## src/rtl/lsle_pkg.sv

```systemverilog
// shared types, codes and control store of the led strip line encoder
`timescale 1ns / 1ps
package lsle_pkg;

  // one pixel request
  typedef struct packed {
    logic [7:0] red;
    logic [7:0] green;
    logic [7:0] blue;
    logic       final_pixel;
  } pix_t;

  // one line symbol
  typedef struct packed {
    logic [8:0]  high_cycles;
    logic [15:0] low_cycles;
    logic        data_bit;
    logic        latch_gap;
    logic        end_of_run;
  } sym_t;

  // configuration registers
  typedef struct packed {
    logic [2:0]  channels_per_pixel;
    logic [7:0]  colour_order;
    logic [15:0] strip_len;
    logic [11:0] reset_gap_bits;
    logic [8:0]  bit_period;
    logic [8:0]  zero_high_time;
    logic [8:0]  one_high_time;
  } cfg_t;

  localparam int unsigned ADDR_W = 5;
  localparam int unsigned DATA_W = 32;

  localparam logic [2:0] REG_CHANNELS   = 3'd0;
  localparam logic [2:0] REG_ORDER      = 3'd1;
  localparam logic [2:0] REG_CHAIN      = 3'd2;
  localparam logic [2:0] REG_GAP_BITS   = 3'd3;
  localparam logic [2:0] REG_PERIOD     = 3'd4;
  localparam logic [2:0] REG_ZERO_HIGH  = 3'd5;
  localparam logic [2:0] REG_ONE_HIGH   = 3'd6;

  localparam logic [1:0] SLOT_RED   = 2'd0;
  localparam logic [1:0] SLOT_GREEN = 2'd1;
  localparam logic [1:0] SLOT_BLUE  = 2'd2;

  localparam logic [8:0]  HIGH_CAP = 9'd510;
  localparam logic [15:0] GAP_CAP  = 16'hFFFF;

  // sequencer step addresses
  typedef enum logic [2:0] {
    ST_IDLE   = 3'd0,
    ST_CHAN   = 3'd1,
    ST_DATA   = 3'd2,
    ST_NEXT   = 3'd3,
    ST_FINCHK = 3'd4,
    ST_TRLCHK = 3'd5,
    ST_TRAIL  = 3'd6,
    ST_GAP    = 3'd7
  } step_t;

  typedef enum logic [1:0] {
    SYM_NONE = 2'd0,
    SYM_DATA = 2'd1,
    SYM_ZERO = 2'd2,
    SYM_GAP  = 2'd3
  } sym_kind_t;

  typedef enum logic [2:0] {
    COND_ALWAYS    = 3'd0,
    COND_NO_INPUT  = 3'd1,
    COND_CHAN_END  = 3'd2,
    COND_BIT_MORE  = 3'd3,
    COND_NOT_FINAL = 3'd4,
    COND_TRL_NONE  = 3'd5,
    COND_TRL_MORE  = 3'd6
  } cond_t;

  // one control word
  typedef struct packed {
    logic      take_in;
    sym_kind_t sym;
    logic      ld_byte;
    logic      next_chan;
    logic      clr_trl;
    cond_t     cond;
    step_t     target;
  } ctrl_t;

  // control word plus its strobes, sequencer to datapath
  typedef struct packed {
    logic  fire;
    logic  accept;
    ctrl_t cw;
  } uop_t;

  // datapath status, datapath to sequencer
  typedef struct packed {
    logic out_free;
    logic chan_end;
    logic bit_more;
    logic not_final;
    logic trl_none;
    logic trl_more;
  } stat_t;

  // control store: jump to target when cond holds, else fall through
  function automatic ctrl_t ucode(input step_t s);
    ctrl_t cw;
    cw = '{take_in: 1'b0, sym: SYM_NONE, ld_byte: 1'b0, next_chan: 1'b0,
           clr_trl: 1'b0, cond: COND_ALWAYS, target: ST_IDLE};
    unique case (s)
      ST_IDLE: begin
        cw.take_in = 1'b1;
        cw.cond    = COND_NO_INPUT;
        cw.target  = ST_IDLE;
      end
      ST_CHAN: begin
        cw.ld_byte = 1'b1;
        cw.cond    = COND_CHAN_END;
        cw.target  = ST_FINCHK;
      end
      ST_DATA: begin
        cw.sym    = SYM_DATA;
        cw.cond   = COND_BIT_MORE;
        cw.target = ST_DATA;
      end
      ST_NEXT: begin
        cw.next_chan = 1'b1;
        cw.cond      = COND_ALWAYS;
        cw.target    = ST_CHAN;
      end
      ST_FINCHK: begin
        cw.cond   = COND_NOT_FINAL;
        cw.target = ST_IDLE;
      end
      ST_TRLCHK: begin
        cw.clr_trl = 1'b1;
        cw.cond    = COND_TRL_NONE;
        cw.target  = ST_GAP;
      end
      ST_TRAIL: begin
        cw.sym    = SYM_ZERO;
        cw.cond   = COND_TRL_MORE;
        cw.target = ST_TRAIL;
      end
      ST_GAP: begin
        cw.sym    = SYM_GAP;
        cw.cond   = COND_ALWAYS;
        cw.target = ST_IDLE;
      end
      default: begin
        cw.cond   = COND_ALWAYS;
        cw.target = ST_IDLE;
      end
    endcase
    return cw;
  endfunction

endpackage

```

## src/rtl/lsle_cfg_regs.sv

```systemverilog
// configuration register file with apb-style access
`timescale 1ns / 1ps
module lsle_cfg_regs (
  input  logic                        clk,
  input  logic                        rst_n,
  input  logic                        psel,
  input  logic                        penable,
  input  logic                        pwrite,
  input  logic [lsle_pkg::ADDR_W-1:0] paddr,
  input  logic [lsle_pkg::DATA_W-1:0] pwdata,
  output logic [lsle_pkg::DATA_W-1:0] prdata,
  output logic                        pready,
  output lsle_pkg::cfg_t              cfg
);

  lsle_pkg::cfg_t cfg_r;
  lsle_pkg::cfg_t cfg_nxt;
  logic [2:0]     idx;
  logic           wr;

  assign idx    = paddr[lsle_pkg::ADDR_W-1:2];
  assign wr     = psel & penable & pwrite;
  assign pready = 1'b1;
  assign cfg    = cfg_r;

  always_comb begin
    cfg_nxt = cfg_r;
    if (wr) begin
      unique case (idx)
        lsle_pkg::REG_CHANNELS:  cfg_nxt.channels_per_pixel = pwdata[2:0];
        lsle_pkg::REG_ORDER:     cfg_nxt.colour_order       = pwdata[7:0];
        lsle_pkg::REG_CHAIN:     cfg_nxt.strip_len          = pwdata[15:0];
        lsle_pkg::REG_GAP_BITS:  cfg_nxt.reset_gap_bits     = pwdata[11:0];
        lsle_pkg::REG_PERIOD:    cfg_nxt.bit_period         = pwdata[8:0];
        lsle_pkg::REG_ZERO_HIGH: cfg_nxt.zero_high_time     = pwdata[8:0];
        lsle_pkg::REG_ONE_HIGH:  cfg_nxt.one_high_time      = pwdata[8:0];
        default: ;
      endcase
    end
  end

  always_ff @(posedge clk) begin
    if (!rst_n) begin
      cfg_r.channels_per_pixel <= 3'd3;
      cfg_r.colour_order       <= 8'd225;
      cfg_r.strip_len          <= 16'd8;
      cfg_r.reset_gap_bits     <= 12'd40;
      cfg_r.bit_period         <= 9'd20;
      cfg_r.zero_high_time     <= 9'd5;
      cfg_r.one_high_time      <= 9'd15;
    end else begin
      cfg_r <= cfg_nxt;
    end
  end

  always_comb begin
    prdata = '0;
    unique case (idx)
      lsle_pkg::REG_CHANNELS:  prdata = 32'(cfg_r.channels_per_pixel);
      lsle_pkg::REG_ORDER:     prdata = 32'(cfg_r.colour_order);
      lsle_pkg::REG_CHAIN:     prdata = 32'(cfg_r.strip_len);
      lsle_pkg::REG_GAP_BITS:  prdata = 32'(cfg_r.reset_gap_bits);
      lsle_pkg::REG_PERIOD:    prdata = 32'(cfg_r.bit_period);
      lsle_pkg::REG_ZERO_HIGH: prdata = 32'(cfg_r.zero_high_time);
      lsle_pkg::REG_ONE_HIGH:  prdata = 32'(cfg_r.one_high_time);
      default:                 prdata = '0;
    endcase
  end

endmodule

```

## src/rtl/lsle_useq.sv

```systemverilog
// microcode sequencer: step counter, control store lookup and jumps
`timescale 1ns / 1ps
module lsle_useq (
  input  logic                clk,
  input  logic                rst_n,
  input  logic                in_valid,
  input  lsle_pkg::stat_t     stat,
  output lsle_pkg::uop_t      uop,
  output lsle_pkg::step_t     step,
  output logic                in_stall
);

  lsle_pkg::step_t step_r;
  lsle_pkg::step_t step_nxt;
  lsle_pkg::ctrl_t cw;
  logic            fire;
  logic            jump;

  assign cw = lsle_pkg::ucode(step_r);

  always_ff @(posedge clk) begin
    if (!rst_n) begin
      step_r <= lsle_pkg::ST_IDLE;
    end else begin
      step_r <= step_nxt;
    end
  end

  always_comb begin
    // a symbol-producing step waits for room in the output register
    fire = (cw.sym == lsle_pkg::SYM_NONE) || stat.out_free;
    unique case (cw.cond)
      lsle_pkg::COND_ALWAYS:    jump = 1'b1;
      lsle_pkg::COND_NO_INPUT:  jump = !in_valid;
      lsle_pkg::COND_CHAN_END:  jump = stat.chan_end;
      lsle_pkg::COND_BIT_MORE:  jump = stat.bit_more;
      lsle_pkg::COND_NOT_FINAL: jump = stat.not_final;
      lsle_pkg::COND_TRL_NONE:  jump = stat.trl_none;
      lsle_pkg::COND_TRL_MORE:  jump = stat.trl_more;
      default:                  jump = 1'b1;
    endcase
    if (!fire) begin
      step_nxt = step_r;
    end else if (jump) begin
      step_nxt = cw.target;
    end else begin
      step_nxt = lsle_pkg::step_t'(step_r + 3'd1);
    end
    uop.fire   = fire;
    uop.accept = cw.take_in & in_valid;
    uop.cw     = cw;
    in_stall   = !cw.take_in;
    step       = step_r;
  end

endmodule

```

## src/rtl/lsle_datapath.sv

```systemverilog
// pixel, bit and trailer datapath with symbol timing and output register
`timescale 1ns / 1ps
module lsle_datapath #(
  parameter int unsigned MAX_CHANNELS = 4,
  parameter int unsigned TRAILER_BITS = 24
) (
  input  logic            clk,
  input  logic            rst_n,
  input  lsle_pkg::cfg_t  cfg,
  input  lsle_pkg::pix_t  in_data,
  input  lsle_pkg::uop_t  uop,
  input  logic            out_stall,
  output lsle_pkg::stat_t stat,
  output logic            out_valid,
  output lsle_pkg::sym_t  out_data
);

  localparam int unsigned TRL_W = $clog2(TRAILER_BITS + 2);
  localparam logic [TRL_W-1:0] TRL_LAST = TRL_W'(TRAILER_BITS - 1);

  lsle_pkg::pix_t  pix_r;
  logic            in_range_r;
  logic [7:0]      byte_r;
  logic [2:0]      bit_cnt_r;
  logic [2:0]      chan_cnt_r;
  logic [TRL_W-1:0] trl_cnt_r;
  logic [15:0]     pixels_sent_r;
  logic [15:0]     gap_r;
  logic            out_valid_r;
  lsle_pkg::sym_t  out_r;
  lsle_pkg::sym_t  sym;

  logic [20:0]     gap_prod;
  logic [2:0]      n_eff;
  logic            last_chan;
  logic [1:0]      slot;
  logic [7:0]      sel_byte;
  logic            bit_val;
  logic [8:0]      high_raw;
  logic [8:0]      high;
  logic [15:0]     low;
  logic            emit;

  assign n_eff = (cfg.channels_per_pixel > 3'(MAX_CHANNELS)) ?
                 3'(MAX_CHANNELS) : cfg.channels_per_pixel;
  assign last_chan = 3'(chan_cnt_r + 3'd1) >= n_eff;
  assign slot = cfg.colour_order[{chan_cnt_r[1:0], 1'b0} +: 2];
  assign gap_prod = 21'(cfg.bit_period) * 21'(cfg.reset_gap_bits);

  always_comb begin
    case (slot)
      lsle_pkg::SLOT_RED:   sel_byte = pix_r.red;
      lsle_pkg::SLOT_GREEN: sel_byte = pix_r.green;
      lsle_pkg::SLOT_BLUE:  sel_byte = pix_r.blue;
      default:              sel_byte = 8'd0;
    endcase
  end

  // symbol timing
  always_comb begin
    bit_val  = (uop.cw.sym == lsle_pkg::SYM_DATA) ? byte_r[7] : 1'b0;
    high_raw = bit_val ? cfg.one_high_time : cfg.zero_high_time;
    high     = (high_raw > lsle_pkg::HIGH_CAP) ? lsle_pkg::HIGH_CAP : high_raw;
    low      = (cfg.bit_period > high) ? 16'(cfg.bit_period - high) : 16'd0;
    if (uop.cw.sym == lsle_pkg::SYM_GAP) begin
      sym.high_cycles = 9'd0;
      sym.low_cycles  = gap_r;
      sym.data_bit    = 1'b0;
      sym.latch_gap   = 1'b1;
      sym.end_of_run  = 1'b1;
    end else begin
      sym.high_cycles = high;
      sym.low_cycles  = low;
      sym.data_bit    = bit_val;
      sym.latch_gap   = 1'b0;
      sym.end_of_run  = (uop.cw.sym == lsle_pkg::SYM_DATA) && (bit_cnt_r == 3'd7) &&
                        last_chan && !pix_r.final_pixel;
    end
  end

  assign emit = uop.fire && (uop.cw.sym != lsle_pkg::SYM_NONE);

  always_comb begin
    stat.out_free  = !out_valid_r || !out_stall;
    stat.chan_end  = !in_range_r || (chan_cnt_r >= n_eff);
    stat.bit_more  = bit_cnt_r != 3'd7;
    stat.not_final = !pix_r.final_pixel;
    stat.trl_none  = TRAILER_BITS == 0;
    stat.trl_more  = trl_cnt_r != TRL_LAST;
  end

  // control state
  always_ff @(posedge clk) begin
    if (!rst_n) begin
      pixels_sent_r <= 16'd0;
      out_valid_r   <= 1'b0;
    end else begin
      if (uop.accept) begin
        if (in_data.final_pixel) begin
          pixels_sent_r <= 16'd0;
        end else if (pixels_sent_r < cfg.strip_len) begin
          pixels_sent_r <= 16'(pixels_sent_r + 16'd1);
        end
      end
      if (emit) begin
        out_valid_r <= 1'b1;
      end else if (!out_stall) begin
        out_valid_r <= 1'b0;
      end
    end
  end

  // working registers
  always_ff @(posedge clk) begin
    gap_r <= (gap_prod > 21'(lsle_pkg::GAP_CAP)) ? lsle_pkg::GAP_CAP : gap_prod[15:0];
    if (uop.accept) begin
      pix_r      <= in_data;
      in_range_r <= pixels_sent_r < cfg.strip_len;
      chan_cnt_r <= 3'd0;
    end
    if (uop.fire && uop.cw.ld_byte) begin
      byte_r    <= sel_byte;
      bit_cnt_r <= 3'd0;
    end
    if (uop.fire && (uop.cw.sym == lsle_pkg::SYM_DATA)) begin
      byte_r    <= {byte_r[6:0], 1'b0};
      bit_cnt_r <= 3'(bit_cnt_r + 3'd1);
    end
    if (uop.fire && uop.cw.next_chan) begin
      chan_cnt_r <= 3'(chan_cnt_r + 3'd1);
    end
    if (uop.fire && uop.cw.clr_trl) begin
      trl_cnt_r <= '0;
    end
    if (uop.fire && (uop.cw.sym == lsle_pkg::SYM_ZERO)) begin
      trl_cnt_r <= TRL_W'(trl_cnt_r + 1'b1);
    end
    if (emit) begin
      out_r <= sym;
    end
  end

  assign out_valid = out_valid_r;
  assign out_data  = out_r;

endmodule

```

## src/rtl/led_strip_line_encoder.sv

```systemverilog
// top level of the led strip line encoder
`timescale 1ns / 1ps
//
// channel   direction  handshake              payload
// in_       input      in_valid / in_stall    lsle_pkg::pix_t (red, green, blue, final_pixel)
// out_      output     out_valid / out_stall  lsle_pkg::sym_t (one line symbol)
// cfg       apb-style  psel/penable/pwrite    32-bit registers at byte address 4*index
//
// one pixel request at a time; a microcoded step counter walks the control store.
// per pixel: take it; per colour byte a load, 8 bit symbols and an advance; close the
// byte loop; for a final pixel a trailer clear, TRAILER_BITS zero symbols, the latch gap.
// the reset default (3 bytes, not final) gives 24 symbols, at most one a cycle
// out_stall holds the output register and freezes the step counter on symbol steps
// rst_n is synchronous; it clears the step counter, pixel count and output valid
module led_strip_line_encoder #(
  parameter int unsigned MAX_CHANNELS = 4,
  parameter int unsigned TRAILER_BITS = 24
) (
  input  logic                        clk,
  input  logic                        rst_n,
  // pixel requests
  input  logic                        in_valid,
  output logic                        in_stall,
  input  lsle_pkg::pix_t              in_data,
  // symbol results
  output logic                        out_valid,
  input  logic                        out_stall,
  output lsle_pkg::sym_t              out_data,
  // configuration
  input  logic                        psel,
  input  logic                        penable,
  input  logic                        pwrite,
  input  logic [lsle_pkg::ADDR_W-1:0] paddr,
  input  logic [lsle_pkg::DATA_W-1:0] pwdata,
  output logic [lsle_pkg::DATA_W-1:0] prdata,
  output logic                        pready
);

  lsle_pkg::cfg_t  cfg;
  lsle_pkg::uop_t  uop;
  lsle_pkg::stat_t stat;
  lsle_pkg::step_t step;

  // register file
  lsle_cfg_regs u_cfg (
    .clk     (clk),
    .rst_n   (rst_n),
    .psel    (psel),
    .penable (penable),
    .pwrite  (pwrite),
    .paddr   (paddr),
    .pwdata  (pwdata),
    .prdata  (prdata),
    .pready  (pready),
    .cfg     (cfg)
  );

  // step counter and control store
  lsle_useq u_seq (
    .clk      (clk),
    .rst_n    (rst_n),
    .in_valid (in_valid),
    .stat     (stat),
    .uop      (uop),
    .step     (step),
    .in_stall (in_stall)
  );

  // pixel holding, bit shifting, counters and symbol timing
  lsle_datapath #(
    .MAX_CHANNELS (MAX_CHANNELS),
    .TRAILER_BITS (TRAILER_BITS)
  ) u_dp (
    .clk       (clk),
    .rst_n     (rst_n),
    .cfg       (cfg),
    .in_data   (in_data),
    .uop       (uop),
    .out_stall (out_stall),
    .stat      (stat),
    .out_valid (out_valid),
    .out_data  (out_data)
  );

  // a taken pixel keeps the input closed for at least the next cycle
  a_accept_closes: assert property (@(posedge clk) disable iff (!rst_n)
    in_valid && !in_stall |=> in_stall && (step == lsle_pkg::ST_CHAN))
    else $error("input still open after a pixel was taken");

  // the latch gap always ends a run and carries no high time
  a_gap_shape: assert property (@(posedge clk) disable iff (!rst_n)
    out_valid && out_data.latch_gap |->
      out_data.end_of_run && (out_data.high_cycles == 9'd0) && !out_data.data_bit)
    else $error("malformed latch gap symbol");

  // high time is capped below the field maximum
  a_high_cap: assert property (@(posedge clk) disable iff (!rst_n)
    out_valid |-> out_data.high_cycles <= lsle_pkg::HIGH_CAP)
    else $error("high time above cap");

  // a symbol step only fires into a free output register
  a_no_overwrite: assert property (@(posedge clk) disable iff (!rst_n)
    uop.fire && (uop.cw.sym != lsle_pkg::SYM_NONE) |-> !out_valid || !out_stall)
    else $error("symbol overwrote a stalled result");

endmodule
```

## config.mk

```make
export PLATFORM = sky130hd
export DESIGN_NAME = led_strip_line_encoder
export DESIGN_NICKNAME = d
export VERILOG_FILES = /design/src/rtl/lsle_pkg.sv /design/src/rtl/lsle_cfg_regs.sv /design/src/rtl/lsle_useq.sv /design/src/rtl/lsle_datapath.sv /design/src/rtl/led_strip_line_encoder.sv
export SDC_FILE = /design/constraint.sdc
export NUM_CORES = 1
export LEC_CHECK = 0
export BUFFER_PORTS_ARGS = -buffer_cell sky130_fd_sc_hd__buf_2
export CORE_MARGIN = 3
export CORE_UTILIZATION = 57
export CTS_CLUSTER_DIAMETER = 150
export DETAILED_ROUTE_END_ITERATION = 6
export PLACE_DENSITY = 0.77
export REMOVE_ABC_BUFFERS = 1
export SYNTH_ARGS = -nofsm -noshare
export SYNTH_HDL_FRONTEND = slang
export SYNTH_SLANG_ARGS = --single-unit
```

## constraint.sdc

```tcl
create_clock -name clk -period 10.05 [get_ports clk]
set_input_delay 1.5075 -clock clk [delete_from_list [all_inputs] [get_ports clk]]
set_output_delay 1.5075 -clock clk [all_outputs]
set_load 0.02 [all_outputs]
```

==> results.sh, run 1 <==
export IMPL_reg2reg_depth=17
export IMPL_yosys_area_share_simple_pct=18.5
export IMPL_fp_dieW_um=153
export IMPL_io_pins=132
export IMPL_vias=9568
export IMPL_fmax_ghz=0.169
export IMPL_leakagePower_nw=5.95
export IMPL_die_h_um=153
export IMPL_synth_async_reset_ratio_pct=0
export IMPL_post_cts_buffers=0
export IMPL_ys_types=71
export IMPL_clockPowerShare_pct=30.1
export IMPL_layout_commonest_cell="nand2_1"
export IMPL_dpl_hpwl_um=20500
export IMPL_mostFrequentLayoutCells="nand2_1, inv_1, dfxtp_1"
export IMPL_yosys_warnings=0
export IMPL_cts_sinks=175
export IMPL_path_cells="and2_1 -> fa_1 -> inv_1 -> fa_1 -> inv_1 -> fa_1 -> inv_1 -> fa_1 -> inv_1 -> ha_1 -> o21ai_1 -> a2111oi_0 -> o211ai_1 -> nand3_1 -> xor2_1 -> a2111oi_4 -> o21ai_0"
export IMPL_switchingPower_mw=0.743
export IMPL_swShare_pct=33.3
export IMPL_cp_endpoint="u_dp.gap_r[7]"
export IMPL_hold_viol=0
export IMPL_multiInputGateArea_um2=7270
export IMPL_ctsResizeCount=0
export IMPL_syn_avg_cell_area_um2=9.22
export IMPL_maxSlewViolCount=0
export IMPL_end_kind="flop"
export IMPL_hold_path_class="flop to flop"
export IMPL_portBuffers=96
export IMPL_finalClockSkew_ps=15.3
export IMPL_dp_cells=1638
export IMPL_status="finished clean"
export IMPL_cts_htree_levels=4
export IMPL_pwr_share_comb_pct=25.9
export IMPL_core_area_um2=21100
export IMPL_synth_area_leaders="edfxtp_1, dfxtp_1, fa_1"
export IMPL_drc=0
export IMPL_gp_congestion=0.902
export IMPL_crit_path_start_kind="flop"
export IMPL_r2r_end="u_dp.gap_r[7]"
export IMPL_r2r_setup_slack_ps=4120
export IMPL_crit_type="flop to flop"
export IMPL_vias_per_cell=5.73
export IMPL_post_route_period_util_pct=59.0
export IMPL_tightest_slew_ps=1080
export IMPL_grt_pass1_wl_um=45600
export IMPL_synthXorXnorAreaFrac_pct=1.43
export IMPL_dieArea_um2=23300
export IMPL_fillCellCount=1748
export IMPL_period_needed_ps=5930
export IMPL_numCtsBuffers=17
export IMPL_worstReg2RegStart="u_cfg.cfg[26]"
export IMPL_cts_max_path_buffers=2
export IMPL_grt_antenna_before_repair=0
export IMPL_grt_setup_unrepaired="no"
export IMPL_syn_inst=1329
export IMPL_synth_top_family_by_area="adder cells"
export IMPL_ys_seq_area_share_pct=34.5
export IMPL_max_slew_margin_pct=27.2
export IMPL_clk_pin_slew_ps=70
export IMPL_grt_start_max_net_pins=74
export IMPL_grt_pass1_vias=9264
export IMPL_wl_um=27600
export IMPL_drv_cap=0
export IMPL_synthAdderAreaFrac_pct=20.1
export IMPL_synthFlopType="dfxtp_1"
export IMPL_overflow=0
export IMPL_diodes=0
export IMPL_worst_ep_required_time_ps=10310
export IMPL_ys_seq_elements=175
export IMPL_p_int_mw=1.49
export IMPL_synth_edff_count=72
export IMPL_drt_initial_drc_count=735
export IMPL_ir_worst_vdd_uv=130
export IMPL_post_synth_top_area_cell="edfxtp_1"
export IMPL_fin_nets=1605
export IMPL_final_setup_viol_count=0
export IMPL_ant_nets=0
export IMPL_synth_top_area_share_pct=17.6
export IMPL_slowest_delay_ps=760
export IMPL_seq_power_share_pct=44.0
export IMPL_wl_per_cell_um=16.5
export IMPL_crit_start="u_cfg.cfg[26]"
export IMPL_firstDrtPassIters=5
export IMPL_cp_slowest_cell="a2111oi_4"
export IMPL_path_max_fanout=16
export IMPL_synth_mux_area_fraction_pct=5.02
export IMPL_stdcell_count=1670
export IMPL_row_count=53
export IMPL_fin_setup_tns_ps=0
export IMPL_cp_arrival_ps=6190
export IMPL_drive_gt1_share_pct=11.2
export IMPL_synthesis_area_um2=12300
export IMPL_insertion_delay_ps=440
export IMPL_cts_tree="yes"
export IMPL_start_util_pct=58.1
export IMPL_synth_compound_area_share_pct=13.6
export IMPL_grt_usage_pct=23.6
export IMPL_ctsHoldBuffers=0
export IMPL_regArea_um2=4220
export IMPL_cts_root_buffer="clkbuf_16"
export IMPL_area_growth_pct=9.26
export IMPL_power_density_nw_per_um2=166
-- flip-flops by register name, indices dropped and copies added (netlist names) --
name and flops:
u_dp.out_valid 1, u_dp.bit_cnt_r 3, u_dp.byte_r 8, u_dp.in_range_r 1, u_dp.out_data 28, u_dp.chan_cnt_r 3
u_cfg.cfg 66, u_dp.gap_r 16, u_seq.step 3, u_dp.trl_cnt_r 5, u_dp.pixels_sent_r 16, u_dp.pix_r 25
-- through the flow --
stage               setup slack (ps)  hold WS [ps]  instance area, µm²  total power, mW  utilization [%]
floorplan                       4980           443               11900             1.38                -
global placement                4240           452               12800             1.55             60.7
detailed placement              4160           459               12800             1.57             60.7
CTS                             4130           468               13400             2.24             63.5
global route                    3710           490               13400             2.33             63.5
finish                          4120           466               13400             2.23             63.5
-- worst max-delay path, delay by kind of cell, from the launching register on --
family	cells	cell delay, ps
fa+ha+maj	5	2500
compound gates	5	2010
flops	1	510
buf+inv	4	200
xor+xnor	1	100
simple gates	2	440
-- cells in the mapped netlist, drive strengths merged, types with 11 or more instances --
cell    instances
nand2         223
inv           123
dfxtp         103
ha             82
edfxtp         72
fa             72
and2           62
nor2           59
clkbuf         58
a21oi          48
mux2i          48
a21boi         43
o21ai          40
nand3          28
buf            23
nor2b          22
nand2b         19
nor3           17
a22o           16
a21o           13
nand4          11
-- metal layers --
layer  GRT usage, %  share of wire, %
met2           37.0                46
met5              0                 0
met1           34.1                45
met3           3.66               6.6
met4           6.70               2.0
-- worst min path at each step --
stage               slack, ps  cells after the start       endpoint          start
floorplan                 440                      2  u_cfg.cfg[43]  u_cfg.cfg[43]
global route              490                      2  u_cfg.cfg[47]  u_cfg.cfg[47]
CTS                       470                      2  u_cfg.cfg[51]  u_cfg.cfg[51]
finish                    470                      2  u_cfg.cfg[43]  u_cfg.cfg[43]
global placement          450                      2  u_cfg.cfg[44]  u_cfg.cfg[44]
detailed placement        460                      2  u_cfg.cfg[45]  u_cfg.cfg[45]
-- power groups by stage --
stage	combinational, mW	clock [mW]	sequential [mW]
final	0.578	0.670	0.979
after global routing	0.632	0.704	0.995
after floorplan	0.334	0	1.05
after CTS	0.582	0.675	0.980
after detailed placement	0.575	0	0.995
after global placement	0.561	0	0.988
-- layout make-up --
class / count / area share (%)
Multi-Input combinational cell: 965 / 54.3
Sequential cell: 175 / 31.5
Timing Repair Buffer: 100 / 3.81
Inverter: 123 / 3.45
Clock buffer: 19 / 3.23
Tap cell: 275 / 2.57
Clock inverter: 13 / 1.15
-- kinds of logic (layout without fill, tap and decap cells) --
| kind of cell | after synthesis | in the layout |
|---|---|---|
| other | 2 | 17 |
| adder cells (fa/ha/maj) | 154 | 154 |
| AO/OA/AOI/OAI | 238 | 238 |
| XOR/XNOR | 20 | 20 |
| flip-flops | 175 | 175 |
| AND/OR/NAND/NOR | 479 | 479 |
| buffers and inverters | 204 | 255 |
| multiplexers | 57 | 57 |
Power figures use the tool's default switching activity.
==> inputs of run 2 (changes only) <==
Settings changed: ABC_AREA set to 1.
Clock period 10.05 ns to 6.2 ns, I/O delays scaled along.
==> results.sh, run 2 <==
export IMPL_regArea_um2=4220
export IMPL_crit_start="u_cfg.cfg[25]"
export IMPL_synth_top_area_share_pct=17.5
export IMPL_drt_initial_drc_count=751
export IMPL_maxSlewViolCount=0
export IMPL_r2r_end="u_dp.gap_r[8]"
export IMPL_io_pins=132
export IMPL_synthXorXnorAreaFrac_pct=1.77
export IMPL_grt_usage_pct=24.3
export IMPL_ys_types=45
export IMPL_pwr_share_comb_pct=26.9
export IMPL_max_slew_margin_pct=28.4
export IMPL_synthAdderAreaFrac_pct=20.0
export IMPL_grt_pass1_wl_um=47300
export IMPL_fmax_ghz=0.201
export IMPL_period_needed_ps=4980
export IMPL_r2r_setup_slack_ps=1220
export IMPL_path_max_fanout=16
export IMPL_clk_pin_slew_ps=70
export IMPL_die_h_um=153
export IMPL_cp_endpoint="u_dp.gap_r[8]"
export IMPL_post_cts_buffers=0
export IMPL_grt_start_max_net_pins=67
export IMPL_cts_max_path_buffers=2
export IMPL_cts_tree="yes"
export IMPL_stdcell_count=1922
export IMPL_ys_seq_elements=175
export IMPL_final_setup_viol_count=0
export IMPL_worst_ep_required_time_ps=6500
export IMPL_status="finished clean"
export IMPL_numCtsBuffers=17
export IMPL_row_count=53
export IMPL_core_area_um2=21200
export IMPL_synth_area_leaders="edfxtp_1, dfxtp_1, fa_1"
export IMPL_power_density_nw_per_um2=272
export IMPL_dp_cells=1889
export IMPL_ir_worst_vdd_uv=206
export IMPL_synthFlopType="dfxtp_1"
export IMPL_fin_nets=1856
export IMPL_start_util_pct=58.4
export IMPL_total_power_mw=3.67
export IMPL_fin_area_um2=13500
export IMPL_area_growth_pct=9.35
export IMPL_cp_arrival_ps=5270
export IMPL_synth_compound_area_share_pct=10.0
export IMPL_placed_area_um2=12900
export IMPL_insertion_delay_ps=440
export IMPL_final_util_pct=63.9
export IMPL_crit_type="flop to flop"
export IMPL_synth_mux_area_fraction_pct=0
export IMPL_dieArea_um2=23500
export IMPL_fin_setup_tns_ps=0
export IMPL_synth_async_reset_ratio_pct=0
export IMPL_tightest_slew_ps=1070
export IMPL_synth_common_cells="nand2_1, inv_1, nor2_1, dfxtp_1, o21ai_0"
export IMPL_ctsResizeCount=0
export IMPL_firstDrtPassIters=6
export IMPL_end_kind="flop"
export IMPL_ys_seq_area_share_pct=34.2
export IMPL_yosys_area_share_simple_pct=22.9
export IMPL_yosys_warnings=0
export IMPL_ant_nets=0
export IMPL_swShare_pct=34.9
export IMPL_overflow=0
export IMPL_multiInputGateArea_um2=6820
export IMPL_grt_pass1_vias=9875
export IMPL_leakagePower_nw=6.83
export IMPL_cts_htree_levels=4
export IMPL_synth_edff_count=72
export IMPL_post_synth_top_area_cell="edfxtp_1"
export IMPL_wl_um=28400
export IMPL_cts_sinks=175
export IMPL_hold_path_class="flop to flop"
export IMPL_mostFrequentLayoutCells="nand2_1, inv_1, nor2_1"
export IMPL_seq_power_share_pct=41.9
export IMPL_syn_inst=1568
export IMPL_grt_setup_unrepaired="no"
export IMPL_drive_gt1_share_pct=10.6
export IMPL_finalClockSkew_ps=11.7
export IMPL_wl_per_cell_um=14.8
export IMPL_crit_path_start_kind="flop"
export IMPL_portBuffers=96
export IMPL_p_int_mw=2.39
export IMPL_layout_commonest_cell="nand2_1"
export IMPL_synth_top_family_by_area="simple AND/OR/NAND/NOR gates"
export IMPL_vias_per_cell=5.38
export IMPL_gp_congestion=0.889
export IMPL_post_route_period_util_pct=80.3
export IMPL_reg2reg_depth=17
export IMPL_cts_root_buffer="clkbuf_16"
export IMPL_dpl_hpwl_um=21300
export IMPL_worstReg2RegStart="u_cfg.cfg[25]"
export IMPL_hold_viol=0
export IMPL_largest_reg_flops=66
export IMPL_fp_dieW_um=153
export IMPL_switchingPower_mw=1.28
export IMPL_drc=0
export IMPL_syn_avg_cell_area_um2=7.88
export IMPL_synth_most_common_cell="nand2_1"
export IMPL_drv_cap=0
export IMPL_synthesis_area_um2=12400
export IMPL_ctsHoldBuffers=0
export IMPL_vias=10300
export IMPL_fillCellCount=1819
export IMPL_grt_antenna_before_repair=0
export IMPL_clockPowerShare_pct=31.2
-- run 2: worst min path at each step --
stage	startpoint	end	slack [ps]	depth (start not counted)
after global routing	u_cfg.cfg[7]	u_cfg.cfg[7]	500	2
after detailed placement	u_cfg.cfg[4]	u_cfg.cfg[4]	470	2
after floorplan	u_cfg.cfg[4]	u_cfg.cfg[4]	440	2
final	u_cfg.cfg[4]	u_cfg.cfg[4]	480	2
after global placement	u_cfg.cfg[17]	u_cfg.cfg[17]	460	2
after CTS	u_cfg.cfg[4]	u_cfg.cfg[4]	480	2
-- run 2: cells by family (layout without fill, tap and decap cells) --
group | after synthesis | count (layout)
flops | 175 | 175
simple gates | 655 | 655
fa+ha+maj | 154 | 154
xor+xnor | 25 | 25
compound gates | 222 | 222
buf+inv | 335 | 398
other cells | 2 | 18
-- run 2: final cells by class --
class / count / area share [%]
multi-input cells: 1073 / 50.5
flip-flops and latches: 175 / 31.3
inverters: 269 / 7.47
repair buffers: 97 / 3.61
clock buffers: 17 / 3.15
well taps: 275 / 2.55
clock inverters: 15 / 1.47
diodes: 1 / 0.0185
-- run 2: stage by stage --
| stage | hold WS (ps) | worst slack (ps) |
|---|---|---|
| after floorplan | 444 | 1930 |
| after global placement | 462 | 1370 |
| after detailed placement | 471 | 1280 |
| after CTS | 480 | 1250 |
| after global routing | 504 | 998 |
| final | 485 | 1220 |
-- run 2: power by group through the flow --
stage | logic [mW] | registers [mW] | clock network [mW]
floorplan | 0.651 | 1.60 | 0
CTS | 0.992 | 1.54 | 1.16
detailed placement | 0.985 | 1.57 | 0
finish | 0.989 | 1.54 | 1.15
global placement | 0.952 | 1.56 | 0
global route | 1.12 | 1.56 | 1.20
-- run 2: worst max-delay path, cell delays in order (launching register included) --
cell,delay [ps]
dfxtp_1,750
nand2_1,110
inv_1,90
fa_1,450
fa_1,520
fa_1,560
inv_1,60
fa_1,540
inv_1,40
ha_1,360
a21oi_2,210
o21ai_0,150
a21oi_1,220
nand2_1,80
nand2_1,80
nand2_2,60
nor2_4,390
nand3_1,150
-- run 2: per-layer routing --
layer  wire, µm  vias up  global-route usage, %
li1           -     5102                      -
met1      12400     4824                   33.9
met2      13200      376                   38.3
met3       2290       38                   5.38
met4        506        0                   7.13
met5          0        -                      0
==> inputs of run 3 (changes only) <==
Clock period 6.2 ns to 4.7 ns, I/O delays scaled along.
==> results.sh, run 3 (synthesis results as in run 2) <==
export IMPL_tightest_slew_ps=1010
export IMPL_clk_pin_slew_ps=70
export IMPL_gp_congestion=0.920
export IMPL_ant_nets=0
export IMPL_vias=10400
export IMPL_cp_num_buf_inv=4
export IMPL_core_area_um2=21200
export IMPL_wl_um=28600
export IMPL_fmax_ghz=0.223
export IMPL_numCtsBuffers=17
export IMPL_dpl_hpwl_um=21800
export IMPL_row_count=53
export IMPL_slowest_delay_ps=560
export IMPL_status="finished clean"
export IMPL_portBuffers=96
export IMPL_dieArea_um2=23500
export IMPL_die_h_um=153
export IMPL_cp_common_cell="fa_1"
export IMPL_grt_antenna_before_repair=0
export IMPL_mostFrequentLayoutCells="nand2_1, inv_1, nor2_1"
export IMPL_min_delay_start="in_data[4]"
export IMPL_start_util_pct=58.4
export IMPL_power_density_nw_per_um2=345
export IMPL_cts_sinks=175
export IMPL_grt_setup_unrepaired="no"
export IMPL_cts_htree_levels=4
export IMPL_total_power_mw=4.75
export IMPL_area_growth_pct=11.4
export IMPL_crit_start="u_cfg.cfg[22]"
export IMPL_grt_pass1_vias=9881
export IMPL_cts_max_path_buffers=2
export IMPL_hold_viol=0
export IMPL_max_slew_margin_pct=32.8
export IMPL_crit_type="flop to flop"
export IMPL_worstReg2RegStart="u_cfg.cfg[22]"
export IMPL_period_needed_ps=4490
export IMPL_drc=0
export IMPL_cts_tree="yes"
export IMPL_grt_start_max_net_pins=67
export IMPL_insertion_delay_ps=440
export IMPL_hold_path_class="input pin to flop"
export IMPL_crit_path_start_kind="flop"
export IMPL_ir_worst_vdd_uv=253
export IMPL_diodes=0
export IMPL_cts_root_buffer="clkbuf_16"
export IMPL_post_route_period_util_pct=95.6
export IMPL_final_setup_viol_count=0
export IMPL_grt_pass1_wl_um=47800
export IMPL_drt_initial_drc_count=796
export IMPL_firstDrtPassIters=5
export IMPL_maxSlewViolCount=0
export IMPL_fin_nets=1886
export IMPL_fin_setup_tns_ps=0
export IMPL_overflow=0
export IMPL_vias_per_cell=5.34
export IMPL_io_pins=132
export IMPL_path_cells="nand2_1 -> inv_1 -> fa_1 -> fa_1 -> fa_1 -> inv_1 -> fa_1 -> inv_1 -> ha_1 -> a21oi_2 -> o21ai_0 -> a21oi_1 -> nand2_1 -> nand2_1 -> nand2_2 -> nor2_4 -> buf_12 -> nand3_1"
export IMPL_cp_slowest_cell="fa_1"
export IMPL_fp_dieW_um=153
export IMPL_grt_usage_pct=24.6
export IMPL_fillCellCount=1800
export IMPL_drv_cap=0
export IMPL_finalClockSkew_ps=13.2
export IMPL_critical_path_top_delay_family="adder cells"
export IMPL_r2r_setup_slack_ps=210
export IMPL_wl_per_cell_um=14.7
export IMPL_layout_commonest_cell="nand2_1"
export IMPL_path_max_fanout=16
export IMPL_drive_gt1_share_pct=13.4
export IMPL_cp_arrival_ps=4810
export IMPL_leakagePower_nw=6.98
export IMPL_largest_reg_flops=66
export IMPL_end_kind="flop"
export IMPL_worst_ep_required_time_ps=5020
==> run 3: cell count changes in the layout (fill, tap and decap cells not counted), sizes merged <==
cell and delta:
buf +30, bufinv -3, clkbuf +1, clkinv +2, clkinvlp +1, diode -1
inv -1
==> run 3: timing repair <==
item,CTS,global route
buffers inserted,0,0
endpoints found under the setup margin,0,16
hold endpoints to repair,0,0
hold buffers,0,0
gates resized for setup,0,23
==> run 3: cell type report <==
cell class	instances	area (µm²)	share of cell area (%)
Tap cell	275	344	2.50
Clock inverter	14	149	1.08
Inverter	269	1010	7.34
Multi-Input combinational cell	1073	6840	49.7
Clock buffer	18	439	3.19
Sequential cell	175	4250	30.8
Timing Repair Buffer	127	738	5.36
==> run 3: where the power goes <==
group	switching, mW	leakage (nW)	internal, mW	total, mW
Clock	0.676	0.279	0.720	1.40
Combinational	0.925	5.19	0.403	1.33
Sequential	0.115	1.51	1.91	2.03
==> run 3: path summary, 6_finish.rpt <==
kind         cells after the start              to
max                             18  u_dp.gap_r[11]
min                              1   u_dp.pix_r[4]
max reg2reg                     18  u_dp.gap_r[11]
min reg2reg                      2   u_cfg.cfg[17]
==> run 3: worst register-to-register path: stages, from the launching register on <==
cell and delay, ps:
dfxtp_2 540, nand2_1 90, inv_1 90, fa_1 440, fa_1 470, fa_1 560
inv_1 60, fa_1 530, inv_1 40, ha_1 340, a21oi_2 230, o21ai_0 160
a21oi_1 230, nand2_1 80, nand2_1 70, nand2_2 60, nor2_4 140, buf_12 160
nand3_1 90
==> run 3: through the flow <==
stage | hold WS, ps | instance area [µm²] | cells | utilization [%] | setup slack (ps)
finish | 435 | 13800 | 1951 | 65.1 | 206
global route | 421 | 13800 | 1951 | 65.1 | 2.86
CTS | 423 | 13700 | 1951 | 64.9 | 6.80
detailed placement | 463 | 13100 | 1919 | 62.1 | 18.3
global placement | 459 | 13100 | 1919 | 62.1 | 113
floorplan | 444 | 12100 | 1517 | - | 426
==> run 3: routing by layer <==
layer  vias up  track usage [%]  wire length (µm)  part of all wire (%)
li1       5148                -                 -                     -
met1      4837             34.6             12400                    43
met2       392             39.4             13300                    46
met3        44             4.28              2410                   8.4
met4         0             6.96               533                   1.9
met5         -                0                 0                     0
